$ cat config.mk
export PLATFORM = sky130hd
export DESIGN_NAME = battery_level_monitor_core
export DESIGN_NICKNAME = d
export VERILOG_FILES = /design/src/hw/rtl/blm_pkg.sv /design/src/hw/rtl/blm_csr.sv /design/src/hw/rtl/battery_level_monitor_core.sv
export SDC_FILE = /design/constraint.sdc
export NUM_CORES = 1
export LEC_CHECK = 0
export ABC_CLOCK_PERIOD_IN_PS = 7100
export BUFFER_PORTS_ARGS = -buffer_cell sky130_fd_sc_hd__buf_2
export CORE_MARGIN = 1
export CORE_UTILIZATION = 33
export CTS_BUF_LIST = sky130_fd_sc_hd__clkbuf_8
export DETAILED_ROUTE_END_ITERATION = 8
export GPL_ROUTABILITY_DRIVEN = 0
export GPL_TIMING_DRIVEN = 0
export HOLD_SLACK_MARGIN = 0.1
export PLACE_DENSITY_LB_ADDON = 0.3
export SYNTH_ARGS = -nofsm -noshare
export SYNTH_HDL_FRONTEND = slang
export SYNTH_HIERARCHICAL = 1
export SYNTH_SLANG_ARGS = --single-unit
$ cat constraint.sdc
create_clock -name clock -period 7.1 [get_ports clock]
set_clock_uncertainty 0.1 [all_clocks]
set_input_delay 1.065 -clock clock [delete_from_list [all_inputs] [get_ports clock]]
set_output_delay 1.065 -clock clock [all_outputs]
set_load 0.01 [all_outputs]
$ cat src/hw/rtl/blm_pkg.sv
`timescale 1ns / 1ps
// ----------------------------------------------------------------------------
// blm_pkg
// Shared types, register codes and constants of the battery level monitor.
// ----------------------------------------------------------------------------
package blm_pkg;

   localparam int MV_W              = 16;
   localparam int LEVEL_W           = 4;
   localparam int COUNT_W           = 16;
   localparam int CSR_INDEX_W       = 3;
   localparam int CSR_DATA_W        = 16;

   localparam int NUM_LEVELS_DEFAULT = 10;
   localparam int FULL_PERCENT       = 100;
   localparam int HYST_PERCENT       = 2;

   localparam logic [LEVEL_W-1:0] NO_LEVEL = 4'd15;

   localparam logic [MV_W-1:0]    EMPTY_STANDBY_RESET = 16'd3000;
   localparam logic [MV_W-1:0]    FULL_STANDBY_RESET  = 16'd4200;
   localparam logic [MV_W-1:0]    EMPTY_FLYING_RESET  = 16'd2900;
   localparam logic [MV_W-1:0]    FULL_FLYING_RESET   = 16'd3900;
   localparam logic [COUNT_W-1:0] CHANGE_DELAY_RESET  = 16'd5;

   // register map
   typedef enum logic [CSR_INDEX_W-1:0] {
      CSR_EMPTY_STANDBY = 3'd0,
      CSR_FULL_STANDBY  = 3'd1,
      CSR_EMPTY_FLYING  = 3'd2,
      CSR_FULL_FLYING   = 3'd3,
      CSR_CHANGE_DELAY  = 3'd4
   } blm_csr_index_type;

   // request kinds
   localparam logic REQ_SAMPLE     = 1'b0;
   localparam logic REQ_DISCONNECT = 1'b1;

   typedef struct packed {
      logic            req_type;
      logic [MV_W-1:0] voltage_mv;
      logic            motors_off;
   } blm_req_type;

   typedef struct packed {
      logic [LEVEL_W-1:0] level;
      logic               level_valid;
      logic               battery_low;
      logic               state_changed;
   } blm_rsp_type;

   typedef struct packed {
      logic [MV_W-1:0]    empty_standby_mv;
      logic [MV_W-1:0]    full_standby_mv;
      logic [MV_W-1:0]    empty_flying_mv;
      logic [MV_W-1:0]    full_flying_mv;
      logic [COUNT_W-1:0] change_delay;
   } blm_cfg_type;

endpackage

$ cat src/hw/rtl/blm_csr.sv
`timescale 1ns / 1ps
// ----------------------------------------------------------------------------
// blm_csr
// Configuration registers: voltage windows and the state change delay.
// ----------------------------------------------------------------------------
module blm_csr (
   input  logic                              clock,
   input  logic                              reset,
   input  logic                              csr_write_en,
   input  logic [blm_pkg::CSR_INDEX_W-1:0]   csr_index,
   input  logic [blm_pkg::CSR_DATA_W-1:0]    csr_wdata,
   output blm_pkg::blm_cfg_type              cfg
);
   import blm_pkg::*;

   blm_cfg_type cfg_ff;
   blm_cfg_type cfg_in;

   always_comb begin
      cfg_in = cfg_ff;
      if (csr_write_en) begin
         case (csr_index)
            CSR_EMPTY_STANDBY: cfg_in.empty_standby_mv = csr_wdata[MV_W-1:0];
            CSR_FULL_STANDBY:  cfg_in.full_standby_mv  = csr_wdata[MV_W-1:0];
            CSR_EMPTY_FLYING:  cfg_in.empty_flying_mv  = csr_wdata[MV_W-1:0];
            CSR_FULL_FLYING:   cfg_in.full_flying_mv   = csr_wdata[MV_W-1:0];
            CSR_CHANGE_DELAY:  cfg_in.change_delay     = csr_wdata[COUNT_W-1:0];
            default: ;  // unmapped index, write dropped
         endcase
      end
   end

   always_ff @(posedge clock) begin
      if (reset) begin
         cfg_ff.empty_standby_mv <= EMPTY_STANDBY_RESET;
         cfg_ff.full_standby_mv  <= FULL_STANDBY_RESET;
         cfg_ff.empty_flying_mv  <= EMPTY_FLYING_RESET;
         cfg_ff.full_flying_mv   <= FULL_FLYING_RESET;
         cfg_ff.change_delay     <= CHANGE_DELAY_RESET;
      end else begin
         cfg_ff <= cfg_in;
      end
   end

   assign cfg = cfg_ff;

endmodule

$ cat src/hw/rtl/battery_level_monitor_core.sv
`timescale 1ns / 1ps
// ----------------------------------------------------------------------------
// battery_level_monitor_core
// Maps a voltage sample onto a 0..NUM_LEVELS battery level with hysteresis
// and tracks a delayed normal/low battery state.
//
//   channel | direction | handshake            | payload
//   req     | in        | req_valid/req_stall  | req_data  (blm_req_type)
//   rsp     | out       | rsp_valid/rsp_stall  | rsp_data  (blm_rsp_type)
//   csr     | in        | csr_write_en         | csr_index, csr_wdata
//
// A sample goes through setup, the scaled-voltage product, then one threshold
// product and one compare per level tested (up to NUM_LEVELS), and the final
// write; one multiplier, SCALE_W by MV_W bits, serves all of these products.
// A disconnect skips to the write. One transaction is in flight at a time.
// Reset (synchronous) restores register defaults and clears the state.
// A stalled result sits in the output register while the next transaction
// is computed; it only waits at the final write.
// ----------------------------------------------------------------------------
module battery_level_monitor_core #(
   parameter int NUM_LEVELS = blm_pkg::NUM_LEVELS_DEFAULT
) (
   input  logic                              clock,
   input  logic                              reset,
   input  logic                              req_valid,
   output logic                              req_stall,
   input  blm_pkg::blm_req_type              req_data,
   output logic                              rsp_valid,
   input  logic                              rsp_stall,
   output blm_pkg::blm_rsp_type              rsp_data,
   input  logic                              csr_write_en,
   input  logic [blm_pkg::CSR_INDEX_W-1:0]   csr_index,
   input  logic [blm_pkg::CSR_DATA_W-1:0]    csr_wdata
);
   import blm_pkg::*;

   localparam int LHS_SCALE = FULL_PERCENT * NUM_LEVELS;
   localparam int HYST_STEP = HYST_PERCENT * NUM_LEVELS;
   localparam int SCALE_W   = $clog2(LHS_SCALE + 1);
   localparam int PROD_W    = SCALE_W + MV_W;

   typedef enum logic [2:0] {
      ST_IDLE,
      ST_SETUP,
      ST_LHS,
      ST_MUL,
      ST_CMP,
      ST_WRITE
   } state_type;

   blm_cfg_type cfg;

   blm_csr u_csr (
      .clock        (clock),
      .reset        (reset),
      .csr_write_en (csr_write_en),
      .csr_index    (csr_index),
      .csr_wdata    (csr_wdata),
      .cfg          (cfg)
   );

   state_type            state_ff,      state_in;
   blm_req_type          req_ff,        req_in;
   logic [MV_W-1:0]      num_ff,        num_in;
   logic [MV_W-1:0]      den_ff,        den_in;
   logic [PROD_W-1:0]    lhs_ff,        lhs_in;
   logic [PROD_W-1:0]    prod_ff,       prod_in;
   logic [SCALE_W-1:0]   base_ff,       base_in;
   logic [LEVEL_W-1:0]   idx_ff,        idx_in;
   logic [LEVEL_W-1:0]   level_ff,      level_in;
   logic [LEVEL_W-1:0]   prev_level_ff, prev_level_in;
   logic                 low_ff,        low_in;
   logic [COUNT_W-1:0]   count_ff,      count_in;
   logic                 rsp_valid_ff,  rsp_valid_in;
   blm_rsp_type          rsp_data_ff,   rsp_data_in;

   // shared multiplier
   logic [SCALE_W-1:0]   mul_a;
   logic [MV_W-1:0]      mul_b;
   logic [PROD_W-1:0]    mul_p;

   logic [MV_W-1:0]      win_empty;
   logic [MV_W-1:0]      win_full;
   logic [MV_W-1:0]      span;
   logic [MV_W-1:0]      offset;
   logic                 count_en;
   logic [COUNT_W-1:0]   count_next;
   logic                 toggle;
   logic                 out_free;

   assign mul_a = (state_ff == ST_LHS) ? SCALE_W'(LHS_SCALE)
                : base_ff + ((prev_level_ff == idx_ff) ? SCALE_W'(HYST_STEP)
                                                       : SCALE_W'(0));
   assign mul_b = (state_ff == ST_LHS) ? num_ff : den_ff;
   assign mul_p = PROD_W'(mul_a) * PROD_W'(mul_b);

   assign win_empty = req_ff.motors_off ? cfg.empty_standby_mv : cfg.empty_flying_mv;
   assign win_full  = req_ff.motors_off ? cfg.full_standby_mv  : cfg.full_flying_mv;
   assign span      = win_full - win_empty;
   assign offset    = req_ff.voltage_mv - win_empty;

   // low/normal state counter
   assign count_en   = (level_ff == LEVEL_W'(0)) ? !low_ff : low_ff;
   assign count_next = !count_en ? COUNT_W'(0)
                     : (count_ff == {COUNT_W{1'b1}}) ? count_ff : count_ff + COUNT_W'(1);
   assign toggle     = count_next >= cfg.change_delay;

   assign out_free   = !rsp_valid_ff || !rsp_stall;

   always_comb begin
      state_in      = state_ff;
      req_in        = req_ff;
      num_in        = num_ff;
      den_in        = den_ff;
      lhs_in        = lhs_ff;
      prod_in       = prod_ff;
      base_in       = base_ff;
      idx_in        = idx_ff;
      level_in      = level_ff;
      prev_level_in = prev_level_ff;
      low_in        = low_ff;
      count_in      = count_ff;
      rsp_valid_in  = rsp_valid_ff && rsp_stall;
      rsp_data_in   = rsp_data_ff;

      case (state_ff)
         ST_IDLE: begin
            if (req_valid) begin
               req_in   = req_data;
               state_in = (req_data.req_type == REQ_DISCONNECT) ? ST_WRITE : ST_SETUP;
            end
         end
         ST_SETUP: begin
            if (win_full <= win_empty) begin
               num_in = '0;
               den_in = MV_W'(1);
            end else begin
               den_in = span;
               if (req_ff.voltage_mv <= win_empty) begin
                  num_in = '0;
               end else if (offset >= span) begin
                  num_in = span;
               end else begin
                  num_in = offset;
               end
            end
            base_in  = '0;
            idx_in   = '0;
            state_in = ST_LHS;
         end
         ST_LHS: begin
            lhs_in   = mul_p;
            state_in = ST_MUL;
         end
         ST_MUL: begin
            prod_in  = mul_p;
            state_in = ST_CMP;
         end
         ST_CMP: begin
            if (lhs_ff <= prod_ff) begin
               level_in = idx_ff;
               state_in = ST_WRITE;
            end else if (idx_ff == LEVEL_W'(NUM_LEVELS - 1)) begin
               level_in = LEVEL_W'(NUM_LEVELS);
               state_in = ST_WRITE;
            end else begin
               idx_in   = idx_ff + LEVEL_W'(1);
               base_in  = base_ff + SCALE_W'(FULL_PERCENT);
               state_in = ST_MUL;
            end
         end
         ST_WRITE: begin
            if (out_free) begin
               rsp_valid_in = 1'b1;
               state_in     = ST_IDLE;
               if (req_ff.req_type == REQ_DISCONNECT) begin
                  rsp_data_in.level         = '0;
                  rsp_data_in.level_valid   = 1'b0;
                  rsp_data_in.battery_low   = low_ff;
                  rsp_data_in.state_changed = 1'b0;
               end else begin
                  prev_level_in             = level_ff;
                  count_in                  = count_next;
                  low_in                    = low_ff ^ toggle;
                  rsp_data_in.level         = level_ff;
                  rsp_data_in.level_valid   = 1'b1;
                  rsp_data_in.battery_low   = low_ff ^ toggle;
                  rsp_data_in.state_changed = toggle;
               end
            end
         end
         default: state_in = ST_IDLE;
      endcase
   end

   always_ff @(posedge clock) begin
      if (reset) begin
         state_ff      <= ST_IDLE;
         prev_level_ff <= NO_LEVEL;
         low_ff        <= 1'b0;
         count_ff      <= '0;
         rsp_valid_ff  <= 1'b0;
      end else begin
         state_ff      <= state_in;
         prev_level_ff <= prev_level_in;
         low_ff        <= low_in;
         count_ff      <= count_in;
         rsp_valid_ff  <= rsp_valid_in;
      end
      req_ff      <= req_in;
      num_ff      <= num_in;
      den_ff      <= den_in;
      lhs_ff      <= lhs_in;
      prod_ff     <= prod_in;
      base_ff     <= base_in;
      idx_ff      <= idx_in;
      level_ff    <= level_in;
      rsp_data_ff <= rsp_data_in;
   end

   assign req_stall = (state_ff != ST_IDLE);
   assign rsp_valid = rsp_valid_ff;
   assign rsp_data  = rsp_data_ff;

endmodule

**Word level (Yosys, flattened, before mapping)**

Index checks and enable logic that the tools add are counted.

- Bits of input ports: 42
- Logic and storage cells: 103
- Bits in registers: 232

- Equal/unequal tests: 16
- Multipliers: 1
- $add $sub $neg: 6
- Bitwise gates (word level): 2
- Order comparisons: 5
- Reductions and logical operators: 23
- Mux-type cells: 26

Operators with widths:

| operator | number |
|---|---|
| $mux W16 | 6 |
| $ge A16 B16 Y1 | 2 |
| $le A16 B16 Y1 | 2 |
| $sub A16 B16 Y16 | 2 |
| $mux W10 | 3 |
| $le A26 B26 Y1 | 1 |
| $mul A10 B16 Y26 | 1 |
| $pmux W10 S2 | 1 |
| $mux W3 | 6 |
| $pmux W3 S6 | 1 |
| $reduce_and A2 Y1 | 9 |
| $add A16 B1 Y16 const B | 1 |
| $eq A16 B16 Y1 const B | 1 |
| $mux W4 | 4 |
| $eq A3 B2 Y1 const B | 4 |
| $add A10 B5 Y10 | 1 |
| $add A10 B7 Y10 const B | 1 |
| $eq A3 B3 Y1 const B | 3 |
| $ne A2 B2 Y1 const B | 4 |
| $pmux W4 S2 | 1 |
| $eq A3 B1 Y1 const B | 2 |
| $logic_not A3 Y1 | 2 |
| $reduce_and A3 Y1 | 2 |
| $mux W5 | 1 |
| other kinds (13) | 18 |

**Depth between registers and ports, before layout**

- Depth after elaboration: 6
- Mapped depth: 27

**Hierarchy**

The synthesis kept the hierarchy.

Modules (own cells, without submodules):

| module | cells each | instances | seq. area each (µm²) | area an instance (µm²) |
|---|---|---|---|---|
| battery_level_monitor_core | 1442 | 1 | 4134.0 | 13883.3 |
| blm_csr | 298 | 1 | 1601.5 | 3166.8 |

**Worst setup path before layout**

No wires, ideal clock.

- Path kind: register to register
- From: reg idx_ff[2]
- To: reg lhs_ff[23] (data pin)
- Data required time: 6.735 ns
- Period minus slack after synthesis: 6.521 ns
- Data arrival time: 6.156 ns
- Cell stages (with the launch flop): 24
- Setup slack: 0.579 ns
- Path through: edfxtp_1 -> xor2_1 -> nor4_4 -> and2_1 -> ha_1 -> maj3_1 -> nand4_1 -> xnor2_1 -> nor2_2 -> or2_1 -> fa_1 -> fa_1 -> inv_1 -> fa_1 -> fa_1 -> ha_1 -> ha_1 -> nor2b_1 -> o31a_1 -> o41ai_2 -> o211ai_1 -> a31oi_1 -> mux2i_1 -> nand2_1

- Cells in the longest elaborated chain, start to end: 5

RTL lines:

| element | RTL line | source |
|---|---|---|
| start: declaration | battery_level_monitor_core.sv:69 | `logic [LEVEL_W-1:0] idx_ff, idx_in;` |
| start signal: assignment | battery_level_monitor_core.sv:216 | `idx_ff <= idx_in;` |
| $eq A4 B4 Y1 | battery_level_monitor_core.sv:92 | `: base_ff + ((prev_level_ff == idx_ff) ? SCALE_W'(HYST_STEP)` |
| $mux W5 | battery_level_monitor_core.sv:92 |  |
| $add A10 B5 Y10 | battery_level_monitor_core.sv:92 |  |
| $mux W10 | battery_level_monitor_core.sv:91 | `assign mul_a = (state_ff == ST_LHS) ? SCALE_W'(LHS_SCALE)` |
| $mul A10 B16 Y26 | battery_level_monitor_core.sv:95 | `assign mul_p = PROD_W'(mul_a) * PROD_W'(mul_b);` |
| net mul_p[23] | battery_level_monitor_core.sv:80 | `logic [PROD_W-1:0] mul_p;` |
| end signal: assignment | battery_level_monitor_core.sv:213 | `lhs_ff <= lhs_in;` |
| end: declaration | battery_level_monitor_core.sv:66 | `logic [PROD_W-1:0] lhs_ff, lhs_in;` |

The timed path passes the listed nets, and every way through them passes these cells.
A chain may end at the register's enable or synchronous reset.

**Worst setup path after layout**

- From: reg idx_ff[0]
- To: reg lhs_ff[24] (data pin)

The elaborated chain is that of the path after synthesis.

==> results.sh <==
export IMPL_die_y_um=229.3
export IMPL_ys_async_sr_fraction=0
export IMPL_worst_hold_path_type="flop to flop"
export IMPL_grt_antenna_before_repair=0
export IMPL_yosys_warnings=6
export IMPL_drt_wirelength_per_cell_um=15.90
export IMPL_critPathLaunch="idx_ff[0]$_SDFFCE_PN0P_"
export IMPL_cts_num_sinks=226
export IMPL_max_slew_violation_count=0
export IMPL_crit_chain="xor2_2, nor4_4, and2_1, ha_2, maj3_2, nand2_1, xnor2_2, nor2_4, buf_6, nor2_1, fa_1, fa_1, fa_1, fa_1, ha_4, ha_4, a21o_1, a311o_1, nor3_1, o21ai_1, a2111o_1, a211o_1, nand3_1"
export IMPL_synth_edff_count=121
export IMPL_synth_ff_latch_count=226
export IMPL_grt_util_all_layers=0.1552
export IMPL_synth_commonest_cells="sky130_fd_sc_hd__nor2_1 (249), sky130_fd_sc_hd__inv_1 (178), sky130_fd_sc_hd__ha_1 (166)"
export IMPL_crit_reg2reg_launch="idx_ff[0]$_SDFFCE_PN0P_"
export IMPL_timing_fmax_mhz=146.5
export IMPL_holdPathStages=2
export IMPL_flow_area_growth_from_synthesis_pct=14.38
export IMPL_syn_avg_cell_area_um2=9.799
export IMPL_synth_net_count=2035
export IMPL_cts_root_buf="sky130_fd_sc_hd__clkbuf_8"
export IMPL_dr_pass1_iters=7
export IMPL_antenna_cells_inserted=0
export IMPL_layout_cell_area_non_filler_um2=19500
export IMPL_synth_largest_area_cell="sky130_fd_sc_hd__edfxtp_1"
export IMPL_setup_worst_path_class="flop to flop"
export IMPL_place_hpwl_um=31520
export IMPL_rows=82
export IMPL_worst_path_max_delay_cell="sky130_fd_sc_hd__fa_1"
export IMPL_destination_of_the_worst_register_to_register_timing_path="lhs_ff[24]$_DFFE_PP_"
export IMPL_finalNonFillerCells=2556
export IMPL_drt_first_iter_violations=641
export IMPL_fin_nets=2150
export IMPL_pin_count=51
export IMPL_path_clk_slew_ps=60
export IMPL_yosysMostFrequentCell="sky130_fd_sc_hd__nor2_1"
export IMPL_gr_total_overflow=0
export IMPL_detail_route_drc_violations=0
export IMPL_first_global_vias=12809
export IMPL_max_cap_violations=0
export IMPL_chipWidth_um=229.3
export IMPL_cts_root_to_sink_buffers=3
export IMPL_crit_path_max_incr_delay_ps=600
export IMPL_crit_arrival_ps=7140
export IMPL_setup_viol_count_final=0
export IMPL_drt_antenna_violating_nets=0
export IMPL_worstRegToRegCells=23
export IMPL_synth_seq_area_share=0.3364
export IMPL_worst_slew_margin_rel=0.4055
export IMPL_critPathCapture="lhs_ff[24]$_DFFE_PP_"
export IMPL_critical_path_top_cell_by_count="sky130_fd_sc_hd__fa_1"
export IMPL_critical_path_max_fanout=8
export IMPL_crit_path_end_kind="flop"
export IMPL_die_area_um2=52580
export IMPL_placement_cell_area_um2=18230
export IMPL_placeableCoreArea_um2=50580
export IMPL_num_cts_buffers=42
export IMPL_initial_utilization=0.3371
export IMPL_port_buffers=50
export IMPL_grt_pass1_wl_um=66050
export IMPL_vias_per_cell=4.939
export IMPL_cp_start_kind="flop"
export IMPL_synthTopCellsByArea="sky130_fd_sc_hd__edfxtp_1 (21%), sky130_fd_sc_hd__dfxtp_1 (12%), sky130_fd_sc_hd__ha_1 (12%)"
export IMPL_worst_r2r_setup_slack_ps=270
export IMPL_finalSetupTns_ps=0
export IMPL_post_synth_instance_area_um2=17050
export IMPL_synth_cell_types=89
export IMPL_post_synth_inst_count=1740
export IMPL_max_slew_worst_pin_slew_ps=891.7
export IMPL_ctsHtreeMaxLevel=2
export IMPL_grt_start_max_net_pins=34
export IMPL_latest_clock_arrival_within_the_worst_skew_pair_ps=600
export IMPL_tritoncts="built"
export IMPL_totalWireLength_um=40640
export IMPL_synth_main_ff_cell="sky130_fd_sc_hd__edfxtp_1"
export IMPL_detailroute_via_count=12624
export IMPL_layout_drive_gt1_share=0.1359
export IMPL_final_hold_viol_count=0
export IMPL_filler_cell_count=4996
export IMPL_critPathRequiredTime_ps=7410
export IMPL_outcome="finished, final reports clean"
export IMPL_final_period_minus_worst_setup_slack_ps=6827
export IMPL_synthDominantCellAreaShare=0.2131
export IMPL_dp_cells=2467
export IMPL_period_utilization_post_route=0.9615
worst min path at each step:
| stage | start | to | slack [ps] |
|---|---|---|---|
| 2_1_floorplan | count_ff[10]$_SDFFE_PP0P_ | count_ff[10]$_SDFFE_PP0P_ | 340 |
| 3_3_place_gp | u_csr/cfg[62]$_SDFFE_PP0P_ | u_csr/cfg[62]$_SDFFE_PP0P_ | 360 |
| 3_5_place_dp | u_csr/cfg[65]$_SDFFE_PP0P_ | u_csr/cfg[65]$_SDFFE_PP0P_ | 360 |
| 4_1_cts | u_csr/cfg[5]$_SDFFE_PP0P_ | u_csr/cfg[5]$_SDFFE_PP0P_ | 380 |
| 5_1_grt | u_csr/cfg[52]$_SDFFE_PP0P_ | u_csr/cfg[52]$_SDFFE_PP0P_ | 390 |
| 6_report | u_csr/cfg[16]$_SDFFE_PP0P_ | u_csr/cfg[16]$_SDFFE_PP0P_ | 380 |
sequential cells by signal, summed over array words and instances (netlist names):
register / cells
prev_level_ff: 4
rsp_valid: 1
level_ff: 4
count_ff: 16
den_ff: 16
state_ff: 3
num_ff: 16
lhs_ff: 24
u_csr/cfg: 80
rsp_data: 7
base_ff: 8
idx_ff: 4
req_ff: 18
low_ff: 1
prod_ff: 24
cell families after synthesis:
kind of cell | Yosys count | synth area share
buffers and inverters | 245 | 0.05797
DFF | 226 | 0.3364
muxes | 146 | 0.08696
adders and majority gates | 254 | 0.2246
xor gates and xnor gates | 67 | 0.03442
and+or+nand+nor | 575 | 0.1699
AOI/OAI and AO/OA | 227 | 0.08982
what timing repair did:
item	4_1_cts	5_1_grt
setup buffers	6	12
setup endpoints to repair	24	14
hold buffers	0	0
gates resized for setup	26	33
pin swaps	3	22
per-layer routing:
layer | vias to the layer above | GRT usage | wire length, um
met3 | 79 | 0.02179 | 1433
met1 | 6114 | 0.1986 | 18790
met2 | 210 | 0.2646 | 19100
met5 | - | 0 | 0
li1 | 6221 | - | -
met4 | 0 | 0.05792 | 1316
per-stage QoR:
step                setup WS, ps  hold slack (ps)    util
detailed placement        -733.9            363.0  0.3604
floorplan                  578.9            344.3       -
global placement          -660.8            355.5  0.3587
CTS                        30.07            377.2  0.3798
global route              -39.25            386.9  0.3856
finish                     273.1            376.0  0.3856
layout by cell type (no fill, tap or decap), types with 7 or more instances in the layout:
cell / count
sky130_fd_sc_hd__inv_1: 193
sky130_fd_sc_hd__mux2_2: 17
sky130_fd_sc_hd__nand2b_1: 80
sky130_fd_sc_hd__a21o_1: 30
sky130_fd_sc_hd__nand4_1: 13
sky130_fd_sc_hd__ha_4: 7
sky130_fd_sc_hd__ha_1: 154
sky130_fd_sc_hd__edfxtp_1: 121
sky130_fd_sc_hd__clkbuf_1: 30
sky130_fd_sc_hd__xor2_1: 26
sky130_fd_sc_hd__nand3_1: 30
sky130_fd_sc_hd__nand2_1: 65
sky130_fd_sc_hd__or2_2: 16
sky130_fd_sc_hd__fa_1: 85
sky130_fd_sc_hd__mux2i_4: 9
sky130_fd_sc_hd__a211oi_1: 11
sky130_fd_sc_hd__dfxtp_1: 105
sky130_fd_sc_hd__buf_2: 69
sky130_fd_sc_hd__nor2b_1: 18
sky130_fd_sc_hd__or3_1: 13
sky130_fd_sc_hd__xnor2_1: 37
sky130_fd_sc_hd__buf_6: 8
sky130_fd_sc_hd__a31oi_1: 8
sky130_fd_sc_hd__mux2i_1: 118
sky130_fd_sc_hd__nor2_1: 244
sky130_fd_sc_hd__a21oi_1: 73
sky130_fd_sc_hd__clkbuf_8: 47
sky130_fd_sc_hd__buf_4: 21
sky130_fd_sc_hd__nor3_1: 25
sky130_fd_sc_hd__o21ai_0: 31
sky130_fd_sc_hd__and3_1: 8
layout make-up:
class                   count  area, um2  share of cell area
plain buffers              64      329.1             0.01687
clock buffers              47      646.9             0.03317
clock inverters            26      168.9            0.008661
inverters                 179      671.9             0.03445
multi-input cells        1269      10650              0.5460
flip-flops and latches    226       5736              0.2941
well taps                 672      840.8             0.04311
repair buffers             73      461.7             0.02367
worst max-delay path: cells and delay by family (launching register included):
family	cells	cell delay, ps
buffers and inverters	1	170
adder cells (fa/ha/maj)	8	3010
XOR/XNOR	2	360
AND/OR/NAND/NOR	7	1150
flip-flops	1	430
AO/OA/AOI/OAI	5	1400
Power is left out: the tool's default activity adds up to more than one toggle a clock period on the data nets, which glitch-free logic cannot reach.
